$ cat src/hdl/madc_pkg.sv
// ----------------------------------------------------------------------------
// madc_pkg
// shared types and constants of the multichannel adc smoothing filter
// ----------------------------------------------------------------------------
package madc_pkg;

   // configuration port
   localparam int CSR_IDX_W  = 2;
   localparam int CSR_DATA_W = 17;

   localparam logic [CSR_IDX_W-1:0] CSR_FILTER_MODE   = 2'd0;
   localparam logic [CSR_IDX_W-1:0] CSR_WINDOW_LENGTH = 2'd1;
   localparam logic [CSR_IDX_W-1:0] CSR_EMA_ALPHA     = 2'd2;

   // filter modes
   localparam logic MODE_MOVING_AVG = 1'b0;
   localparam logic MODE_EMA        = 1'b1;

   // register reset values
   localparam logic [7:0]  WINDOW_LENGTH_RST = 8'd16;
   localparam logic [16:0] EMA_ALPHA_RST     = 17'd32768;
   localparam logic [16:0] ALPHA_ONE         = 17'd65536;

   // field widths
   localparam int SAMPLE_W = 24;
   localparam int STATUS_W = 8;
   localparam int CHAN_W   = 4;
   localparam int RESULT_W = 32;
   localparam int FRAC_W   = 8;

   typedef struct packed {
      logic [SAMPLE_W-1:0] sample;
      logic [STATUS_W-1:0] status;
   } req_payload_type;

   typedef struct packed {
      logic [CHAN_W-1:0]   chan;
      logic [RESULT_W-1:0] smoothed;
      logic                dropped;
   } rsp_payload_type;

   // divider status toward the sequencer
   typedef struct packed {
      logic busy;
      logic done;
   } div_status_type;

endpackage

$ cat src/hdl/madc_divider.sv
// ----------------------------------------------------------------------------
// madc_divider
// radix-2 restoring divider, one quotient bit per cycle
// ----------------------------------------------------------------------------
module madc_divider #(
   parameter int DIVIDEND_W = 36,
   parameter int DIVISOR_W  = 5
) (
   input  logic                      clock,
   input  logic                      reset,
   input  logic                      start,
   input  logic [DIVIDEND_W-1:0]     dividend,
   input  logic [DIVISOR_W-1:0]      divisor,
   output madc_pkg::div_status_type  status,
   output logic [DIVIDEND_W-1:0]     quotient
);
   import madc_pkg::*;

   localparam int CNT_W = $clog2(DIVIDEND_W + 1);

   logic [DIVIDEND_W-1:0] quo_ff, quo_in;
   logic [DIVISOR_W-1:0]  rem_ff, rem_in;
   logic [DIVISOR_W-1:0]  dvs_ff;
   logic [CNT_W-1:0]      cnt_ff, cnt_in;
   logic                  busy_ff, busy_in;
   logic                  done_ff, done_in;
   logic [DIVISOR_W:0]    trial;
   logic                  fits;

   // shift in the next dividend bit, subtract when the divisor fits
   assign trial = {rem_ff, quo_ff[DIVIDEND_W-1]};
   assign fits  = trial >= {1'b0, dvs_ff};

   always_comb begin
      quo_in  = quo_ff;
      rem_in  = rem_ff;
      cnt_in  = cnt_ff;
      busy_in = busy_ff;
      done_in = 1'b0;
      if (start) begin
         quo_in  = dividend;
         rem_in  = '0;
         cnt_in  = CNT_W'(DIVIDEND_W);
         busy_in = 1'b1;
      end else if (busy_ff) begin
         quo_in = {quo_ff[DIVIDEND_W-2:0], fits};
         rem_in = fits ? DIVISOR_W'(trial - {1'b0, dvs_ff}) : trial[DIVISOR_W-1:0];
         cnt_in = cnt_ff - 1'b1;
         if (cnt_ff == CNT_W'(1)) begin
            busy_in = 1'b0;
            done_in = 1'b1;
         end
      end
   end

   always_ff @(posedge clock) begin
      if (reset) begin
         busy_ff <= 1'b0;
         done_ff <= 1'b0;
      end else begin
         busy_ff <= busy_in;
         done_ff <= done_in;
      end
   end

   always_ff @(posedge clock) begin
      quo_ff <= quo_in;
      rem_ff <= rem_in;
      cnt_ff <= cnt_in;
      if (start) begin
         dvs_ff <= divisor;
      end
   end

   assign status.busy = busy_ff;
   assign status.done = done_ff;
   assign quotient    = quo_ff;

endmodule

$ cat config.mk
export PLATFORM = sky130hd
export DESIGN_NAME = madc_divider
export DESIGN_NICKNAME = d
export VERILOG_FILES = /design/src/hdl/madc_pkg.sv /design/src/hdl/madc_divider.sv
export SDC_FILE = /design/constraint.sdc
export NUM_CORES = 1
export LEC_CHECK = 0
export BUFFER_PORTS_ARGS = -buffer_cell sky130_fd_sc_hd__buf_2
export CAP_MARGIN = 10
export CORE_UTILIZATION = 28
export CTS_CLUSTER_DIAMETER = 30
export DETAILED_ROUTE_END_ITERATION = 6
export GPL_ROUTABILITY_DRIVEN = 0
export GPL_TIMING_DRIVEN = 0
export PLACE_DENSITY = 0.58
export SLEW_MARGIN = 20
export SYNTH_ARGS = -nofsm -noshare
export SYNTH_HDL_FRONTEND = slang
export SYNTH_SLANG_ARGS = --single-unit
$ cat constraint.sdc
create_clock -name clock -period 2.4 [get_ports clock]
set_clock_uncertainty 0.2 [all_clocks]
set_input_delay 0.12 -clock clock [delete_from_list [all_inputs] [get_ports clock]]
set_output_delay 0.12 -clock clock [all_outputs]
set_load 0.01 [all_outputs]
==> impl_metrics.tcl, run 1 <==
set metrics [dict create \
    crit_required_ns 2.27 \
    critPathLaunch "quotient[35]$_DFFE_PP_" \
    setup_ws_ns 0.0915 \
    grt_max_degree 37 \
    hp-start "rem_ff[4]$_SDFFE_PP0P_" \
    routed_via_density 4.40 \
    fin_worst_hold_slack_ns 0.307 \
    met3_usage 0.0297 \
    drive_gt1_frac 0.467 \
    status "finished, final reports clean" \
    setup_viol 0 \
    io_pins 82 \
    grt.met1_usage 0.133 \
    placed_area_mm2 0.00304 \
    cp-end-kind "flip-flop" \
    fmax_mhz 433 \
    powerDensity_mw_per_mm2 592 \
    clock_latency_ns 0.30 \
    rows 34 \
    clock_sinks 54 \
    clockRootBuffer "clkbuf_8" \
    wirelength_mm 5.19 \
    slowest_stage "edfxtp_1" \
    die-area_mm2 0.00931 \
    path_class "reg -> reg" \
    mostFrequentLayoutCells "87 x buf_2, 43 x dlygate4sd3_1, 41 x edfxtp_1" \
    synth-edff-count 41 \
    r2r_start "quotient[35]$_DFFE_PP_" \
    place_hpwl_mm 3.38 \
    stdcell_area_mm2 0.00361 \
    synth_ff_type "edfxtp_1" \
    async_flop_share 0 \
    dr.pass1.iters 4 \
    numCtsBuffers 5 \
    p_total_mw 2.14 \
    synth_cells 178 \
    grt_pass1_wl_mm 7.78 \
    critPathBufInv 2 \
    crit_top_cell "a21oi_4" \
    worst_slew_pin_slew_ns 0.855 \
    core_area_mm2 0.00868 \
    path_cells "inv_1, ha_2, inv_2, fa_2, a21oi_4, a21oi_4, or2_4, mux2_4" \
    dpl.cell_count 367 \
    worst_setup_path_start_kind "flip-flop" \
    netlist_area_mm2 0.00250 \
    port_buffers 81 \
    diodes 0 \
    syn_area_per_cell_um2 14.0 \
    grt_pass1_vias 1758 \
    yosysWarnings 0 \
    final_common_cell "buf_2" \
    vias 1860 \
    die_w_um 96.5 \
    p_leak_nw 1.50 \
    fill_cells 835 \
    hp-class "reg -> reg" \
    dp_worst_setup_slack_ns -0.0530 \
    hold_violations 0 \
    drtIter0Drc 43 \
    drc 0 \
    top_usage_layer "met2" \
    cp_max_fo 5 \
    final_nets 366 \
    finalCriticalPeriod_ns 2.31 \
    overflow 0 \
    fin_cells 423 \
    cts_tree "yes" \
    setup_tns_ns 0 \
    area_growth_pct 44.5 \
    antenna_found_initial 0 \
    drv_cap 0 \
    synth_nets 230 \
    h-tree-depth 2 \
    synth_cell_types 38 \
    slew_violations 0 \
    slowest_delay_ns 0.40 \
    detail_route.wl_per_cell_um 12.3 \
    rsz0062_at_grt "yes" \
    clk_pin_slew_ns 0.10 \
    grt_use_total 0.108 \
    ys_seq_elements 54 \
    die_h_um 96.5 \
    initial_core_util 0.288 \
    post-route-util 0.416 \
    finalCritPeriodShare 0.962 \
    crit_family "adder cells" \
    grt_use_met2 0.184 \
    yosysSeqAreaShare 0.597 \
    postRouteAntennaNets 0 \
    max-vdd-ir-drop_uv 284 \
    max_slew_margin 0.430 \
    cts_buffer_depth 2 \
    critPathArrivalTime_ns 2.18 \
]
## report_power, final
group	switching, mW	internal [mW]
logic	0.219	0.264
registers	0.0503	1.12
clock network	0.291	0.196
total	0.561	1.58
## cells in the mapped netlist (all sizes together), types with 4 or more instances
library cell  instances  share of area
buf                   8          0.018
xnor2                 4          0.014
inv                  10          0.015
edfxtp               41           0.49
mux2                 36           0.16
nand2                 8          0.012
a21oi                 5          0.013
nor2                  8          0.012
dfxtp                13           0.10
ha                    7          0.035
## sequential cells by signal, indices dropped and copies added (netlist names)
signal    count
busy_ff       1
cnt_ff        6
done_ff       1
dvs_ff        5
quotient     36
rem_ff        5
## final cells by class
class	count	area, um2	area share
repair buffers	129	873	0.242
multi-input cells	104	941	0.261
clock buffers	5	68.8	0.0191
well taps	108	135	0.0374
clock inverters	3	11.3	0.00312
flip-flops and latches	54	1490	0.413
inverters	10	37.5	0.0104
plain buffers	10	52.6	0.0146
## tightest hold or removal path: stages, from the launching register on
cell and delay [ns]:
dfxtp_1 0.32, nand2b_1 0.07, a311oi_1 0.07
## what timing repair did
action / 4_1_cts / 5_1_grt
resized for setup: 1 / 5
setup buffers: 2 / 3
pin swaps: 1 / 5
endpoints found under the setup margin: 1 / 1
hold buffers: 43 / 0
hold endpoints to repair: 48 / 0
## final timing paths
kind / end / slack (ns) / cells past startpoint
worst max-delay path: quotient[0]$_DFFE_PP_ / 0.09 / 8
worst min-delay path: rem_ff[4]$_SDFFE_PP0P_ / 0.31 / 2
worst min register to register: rem_ff[4]$_SDFFE_PP0P_ / 0.31 / 2
worst max register to register: quotient[0]$_DFFE_PP_ / 0.09 / 8
## metal layers
layer  vias up  wire [um]  share of wire
met5         -          0              0
met1       880       2430           0.47
met3         6        263          0.051
met4         0         43         0.0083
li1        918          -              -
met2        56       2450           0.47
## logic make-up (layout without fill, tap and decap cells)
logic type | after synthesis | after routing | share of synthesized area
fa+ha+maj | 8 | 8 | 0.0431
flops | 54 | 54 | 0.597
buf+inv | 20 | 157 | 0.0361
xor+xnor | 6 | 6 | 0.0210
simple gates | 37 | 37 | 0.0846
compound gates | 17 | 17 | 0.0561
mux | 36 | 36 | 0.162
Power figures use the tool's default switching activity.
==> inputs of run 2 (changes only) <==
PLACE_DENSITY = not set   (was 0.58)
PLACE_DENSITY_LB_ADDON = 0.05   (was not set)
clock period = 2 ns   (was 2.4 ns; I/O delays follow)
==> impl_metrics.tcl, run 2 (same netlist as run 1, synthesis figures left out) <==
set metrics [dict create \
    crit_path_end "quotient[0]$_DFFE_PP_" \
    max_slew_margin 0.629 \
    slew_violations 0 \
    p_leak_nw 1.51 \
    grt_pass1_vias 1722 \
    wirelength_mm 5.72 \
    r2r_start "quotient[35]$_DFFE_PP_" \
    final_common_cell "buf_2" \
    largest_reg_flops 36 \
    critPathLaunch "quotient[35]$_DFFE_PP_" \
    overflow 0 \
    area_growth_pct 46.2 \
    stdcell_area_mm2 0.00365 \
    hold_violations 0 \
    fmax_mhz 435 \
    fill_cells 861 \
    clk_pin_slew_ns 0.10 \
    finalCriticalPeriod_ns 2.30 \
    final_nets 367 \
    postRouteAntennaNets 0 \
    powerDensity_mw_per_mm2 714 \
    grt_max_degree 37 \
    drtIter0Drc 39 \
    die-area_mm2 0.00931 \
    diodes 0 \
    drc 0 \
    cts_buffer_depth 2 \
    port_buffers 81 \
    clock_sinks 54 \
    io_pins 82 \
    setup_viol 6 \
    rows 34 \
    grt_pass1_wl_mm 8.51 \
    cp_max_fo 3 \
    failed_checks "negative setup slack" \
    setup_ws_ns -0.297 \
    rr_endpoint "quotient[0]$_DFFE_PP_" \
    dp_worst_setup_slack_ns -0.587 \
    vias 1833 \
    mostFrequentLayoutCells "87 x buf_2, 43 x dlygate4sd3_1, 41 x edfxtp_1" \
    worst_setup_path_start_kind "flip-flop" \
    clockRootBuffer "clkbuf_8" \
    drive_gt1_frac 0.481 \
    crit_required_ns 1.86 \
    detail_route.wl_per_cell_um 13.5 \
    rsz0062_at_grt "yes" \
    die_w_um 96.5 \
    critPathArrivalTime_ns 2.16 \
    placed_area_mm2 0.00304 \
    dr.pass1.iters 4 \
    dpl.cell_count 367 \
    setup_tns_ns -1.39 \
    rr_worst_depth 8 \
    h-tree-depth 2 \
    ff2ff_setup_slack_ns -0.30 \
    place_hpwl_mm 3.61 \
    clock_latency_ns 0.31 \
    cp-end-kind "flip-flop" \
    die_h_um 96.5 \
    initial_core_util 0.288 \
    finalCritPeriodShare 1.15 \
    fin_cells 424 \
    drv_cap 0 \
    fin_worst_hold_slack_ns 0.297 \
    grt_use_total 0.122 \
    path_class "reg -> reg" \
    worst_slew_pin_slew_ns 0.556 \
    core_area_mm2 0.00868 \
    antenna_found_initial 0 \
    routed_via_density 4.32 \
    cts_tree "yes" \
    status "finished, violations left" \
    numCtsBuffers 5 \
    hp-class "in -> reg" \
    max-vdd-ir-drop_uv 329 \
]
## run 2: layout make-up
type                       count  area, um2  share of cell area
clock buffer                   6       72.6              0.0199
multi-input combinational    105        977               0.268
inverter                      10       37.5              0.0103
timing repair buffer         129        877               0.240
buffer                        10       52.6              0.0144
tap                          108        135              0.0370
sequential                    54       1490               0.408
clock inverter                 2       8.76             0.00240
## run 2: how the worst min path moves through the flow
stage | from | endpoint | slack, ns | cells past startpoint
2_1_floorplan | reset | busy_ff$_SDFF_PP0_ | -0.03 | 1
3_3_place_gp | divisor[1] | dvs_ff[1]$_DFFE_PP_ | 0.08 | 1
3_5_place_dp | divisor[1] | dvs_ff[1]$_DFFE_PP_ | 0.08 | 1
4_1_cts | divisor[1] | dvs_ff[1]$_DFFE_PP_ | 0.28 | 2
5_1_grt | reset | busy_ff$_SDFF_PP0_ | 0.30 | 3
6_report | reset | busy_ff$_SDFF_PP0_ | 0.30 | 3
## run 2: timing repair
action | in CTS | in global routing
pin swaps | 1 | 1
gates resized for setup | 7 | 4
setup endpoints to repair | 42 | 42
gates cloned | 0 | 1
setup buffers | 7 | 0
hold endpoints to repair | 48 | 0
hold buffers | 43 | 0
## run 2: metrics by stage
stage / utilization / power [mW]
2_1_floorplan: - / 1.72
3_3_place_gp: 0.350 / 1.91
3_5_place_dp: 0.350 / 1.91
4_1_cts: 0.417 / 2.64
5_1_grt: 0.421 / 2.74
6_report: 0.421 / 2.61
## run 2: layer usage
metal / share of wire / wire [um] / GRT usage / vias to the layer above
li1: - / - / - / 922
met1: 0.48 / 2750 / 0.163 / 857
met2: 0.46 / 2620 / 0.187 / 48
met3: 0.050 / 284 / 0.0376 / 6
met4: 0.012 / 71 / 0.0368 / 0
met5: 0 / 0 / 0 / -
## run 2: critical path, stage by stage (launching register included)
cell and delay (ns):
edfxtp_1 0.42, inv_1 0.08, ha_2 0.18, inv_2 0.04
fa_2 0.37, a21oi_4 0.18, a21oi_4 0.07, or2_4 0.25
mux2_2 0.26
## run 2: report_power, final
group	internal (mW)	total, mW	switching (mW)
logic	0.323	0.602	0.279
clock network	0.242	0.605	0.362
registers	1.34	1.40	0.0615
==> inputs of run 3 (changes only) <==
ABC_AREA = 1   (was not set)
==> impl_metrics.tcl, run 3 <==
set metrics [dict create \
    drv_cap 0 \
    yosysSeqAreaShare 0.595 \
    synth_ff_type "edfxtp_1" \
    crit_family "adder cells" \
    wl_met2_mm 2.75 \
    mostFrequentLayoutCells "132 x nand2_1, 87 x buf_2, 43 x dlygate4sd3_1" \
    p_leak_nw 1.78 \
    netlist.area_leader.share 0.491 \
    cts_tree "yes" \
    worst_slew_pin_slew_ns 0.469 \
    port_buffers 81 \
    detail_route.wl_per_cell_um 11.9 \
    met3_length_um 321 \
    path_cells "inv_2, ha_1, inv_1, fa_2, nand2_1, nand2_2, nand3_4, a31oi_2" \
    r2r_start "quotient[35]$_DFFE_PP_" \
    postRouteAntennaNets 0 \
    synth_nets 325 \
    synthMuxAreaShare 0 \
    final_common_cell "nand2_1" \
    drc 0 \
    largest_reg_flops 36 \
    crit_required_ns 1.85 \
    cp_max_fo 8 \
    drtIter0Drc 58 \
    syn_area_per_cell_um2 9.18 \
    yosysMostFrequentCell "nand2_1" \
    final_nets 458 \
    fin_cells 515 \
    multiInputGateArea_um2 883 \
    overflow 0 \
    clock_sinks 54 \
    vias 2156 \
    rr_endpoint "quotient[0]$_DFFE_PP_" \
    rows 34 \
    path_depth 8 \
    async_flop_share 0 \
    synth_simple_gate_area_frac 0.272 \
    cp-end-kind "flip-flop" \
    hold_violations 0 \
    p_total_mw 2.72 \
    ys_seq_elements 54 \
    synth_cells 273 \
    wirelength_mm 6.13 \
    synth_common_cells "133 x nand2_1, 41 x edfxtp_1, 24 x inv_1, 13 x dfxtp_1, 12 x nand3_1" \
    drive_gt1_frac 0.273 \
    rr_worst_depth 8 \
    die_w_um 96.6 \
    yosys.area.top_type "edfxtp_1" \
    routed.top_layer "met4" \
    ff2ff_setup_slack_ns 0.11 \
    synth_top_family_by_area "simple AND/OR/NAND/NOR gates" \
    setup_viol 0 \
    clock_latency_ns 0.31 \
    dpl.cell_count 463 \
    area_growth_pct 45.1 \
    grt_pass1_vias 2088 \
    slew_violations 0 \
    wl_met1_mm 2.96 \
    grt_max_degree 21 \
    io_pins 82 \
    antenna_found_initial 0 \
    max_slew_margin 0.687 \
    fill_cells 908 \
    synth_area_leaders "edfxtp_1 49%, nand2_1 20%, dfxtp_1 10%" \
    grt_use_total 0.133 \
    crit_path_end "quotient[0]$_DFFE_PP_" \
    diodes 0 \
    slowest_delay_ns 0.42 \
    critPathBufInv 2 \
    synth_xor_area_frac 0.00349 \
    clk_pin_slew_ns 0.10 \
    hp-class "reg -> reg" \
    fmax_mhz 529 \
    synth_compound_area_frac 0.0279 \
    netlist_area_mm2 0.00251 \
    powerDensity_mw_per_mm2 748 \
    max-vdd-ir-drop_uv 413 \
    finalCriticalPeriod_ns 1.89 \
    worst_setup_path_start_kind "flip-flop" \
    status "finished, final reports clean" \
    critPathArrivalTime_ns 1.74 \
    critPathLaunch "quotient[35]$_DFFE_PP_" \
    die_h_um 96.6 \
    clockRootBuffer "clkbuf_8" \
    ff_latch_area_mm2 0.00149 \
    grt_pass1_wl_mm 9.96 \
    path_class "reg -> reg" \
    place_hpwl_mm 4.22 \
    synth_cell_types 28 \
    dr.pass1.iters 4 \
    core_area_mm2 0.00868 \
    routed_via_density 4.19 \
    rsz0062_at_grt "yes" \
    die-area_mm2 0.00934 \
    cts_buffer_depth 2 \
    synth_fa_ha_area_frac 0.0429 \
    initial_core_util 0.289 \
    numCtsBuffers 5 \
    finalCritPeriodShare 0.945 \
    slowest_stage "edfxtp_1" \
    h-tree-depth 2 \
    synth-edff-count 41 \
    yosysWarnings 0 \
]
-- run 3: cell types whose count changed after synthesis, moves of 3 or more --
cell      change
mux2_2       -36
nand3_1      +10
a21oi_1       +3
nand2_1     +125
o21bai_1      -3
xnor2_1       -3
nor3b_1       -3
inv_1        +14
-- run 3: kinds of logic (layout without fill, tap and decap cells) --
family	after synthesis	in the layout
flops	54	54
xor+xnor	1	1
compound gates	13	13
fa+ha+maj	8	8
simple gates	162	162
buf+inv	35	169
-- run 3: worst min path at each step --
| stage | to | slack, ns | cells past startpoint | start |
|---|---|---|---|---|
| 2_1_floorplan | busy_ff$_SDFF_PP0_ | -0.03 | 1 | reset |
| 3_3_place_gp | dvs_ff[1]$_DFFE_PP_ | 0.08 | 1 | divisor[1] |
| 3_5_place_dp | busy_ff$_SDFF_PP0_ | 0.07 | 2 | reset |
| 4_1_cts | rem_ff[4]$_SDFFE_PP0P_ | 0.28 | 2 | rem_ff[4]$_SDFFE_PP0P_ |
| 5_1_grt | dvs_ff[4]$_DFFE_PP_ | 0.29 | 2 | divisor[4] |
| 6_report | rem_ff[4]$_SDFFE_PP0P_ | 0.27 | 2 | rem_ff[4]$_SDFFE_PP0P_ |
-- run 3: stage by stage --
| step | instance area, um2 | hold WS [ns] | utilization | TNS (ns) | setup WS, ns |
|---|---|---|---|---|---|
| 2_1_floorplan | 2510 | -0.0309 | - | 0 | 0.105 |
| 3_3_place_gp | 3050 | 0.0771 | 0.351 | -16.29 | -0.445 |
| 3_5_place_dp | 3080 | 0.0733 | 0.354 | 0 | 0.0175 |
| 4_1_cts | 3620 | 0.277 | 0.418 | 0 | 0.00247 |
| 5_1_grt | 3640 | 0.292 | 0.419 | -0.0116 | -0.0114 |
| 6_report | 3640 | 0.268 | 0.419 | 0 | 0.111 |
-- run 3: repair_timing --
item	4_1_cts	5_1_grt
setup buffers	1	0
endpoints found under the hold margin	48	0
hold buffers	43	0
gates resized for setup	0	5
cloned	0	0
setup endpoints to repair	1	26
-- run 3: area by class of cell --
type,count,share of cell area
buffer,10,0.0144
clock buffer,6,0.0200
clock inverter,2,0.0103
inverter,25,0.0258
multi-input combinational,184,0.243
sequential,54,0.410
tap,108,0.0372
timing repair buffer,126,0.239
-- run 3: report_power, final --
group	leakage (nW)	internal (mW)	switching, mW
clock	0.0514	0.374	0.371
sequential	0.525	1.34	0.0593
combinational	1.21	0.268	0.313
-- run 3: tightest hold or removal path, cell delays in order (launching register included) --
cell and delay, ns:
dfxtp_1 0.32, nand2_1 0.06, nand2_1 0.05
-- run 3: layer usage --
metal,GRT usage,vias up
met4,0.0390,0
li1,-,1136
met1,0.180,958
met2,0.207,55
met3,0.0361,7
met5,0,-
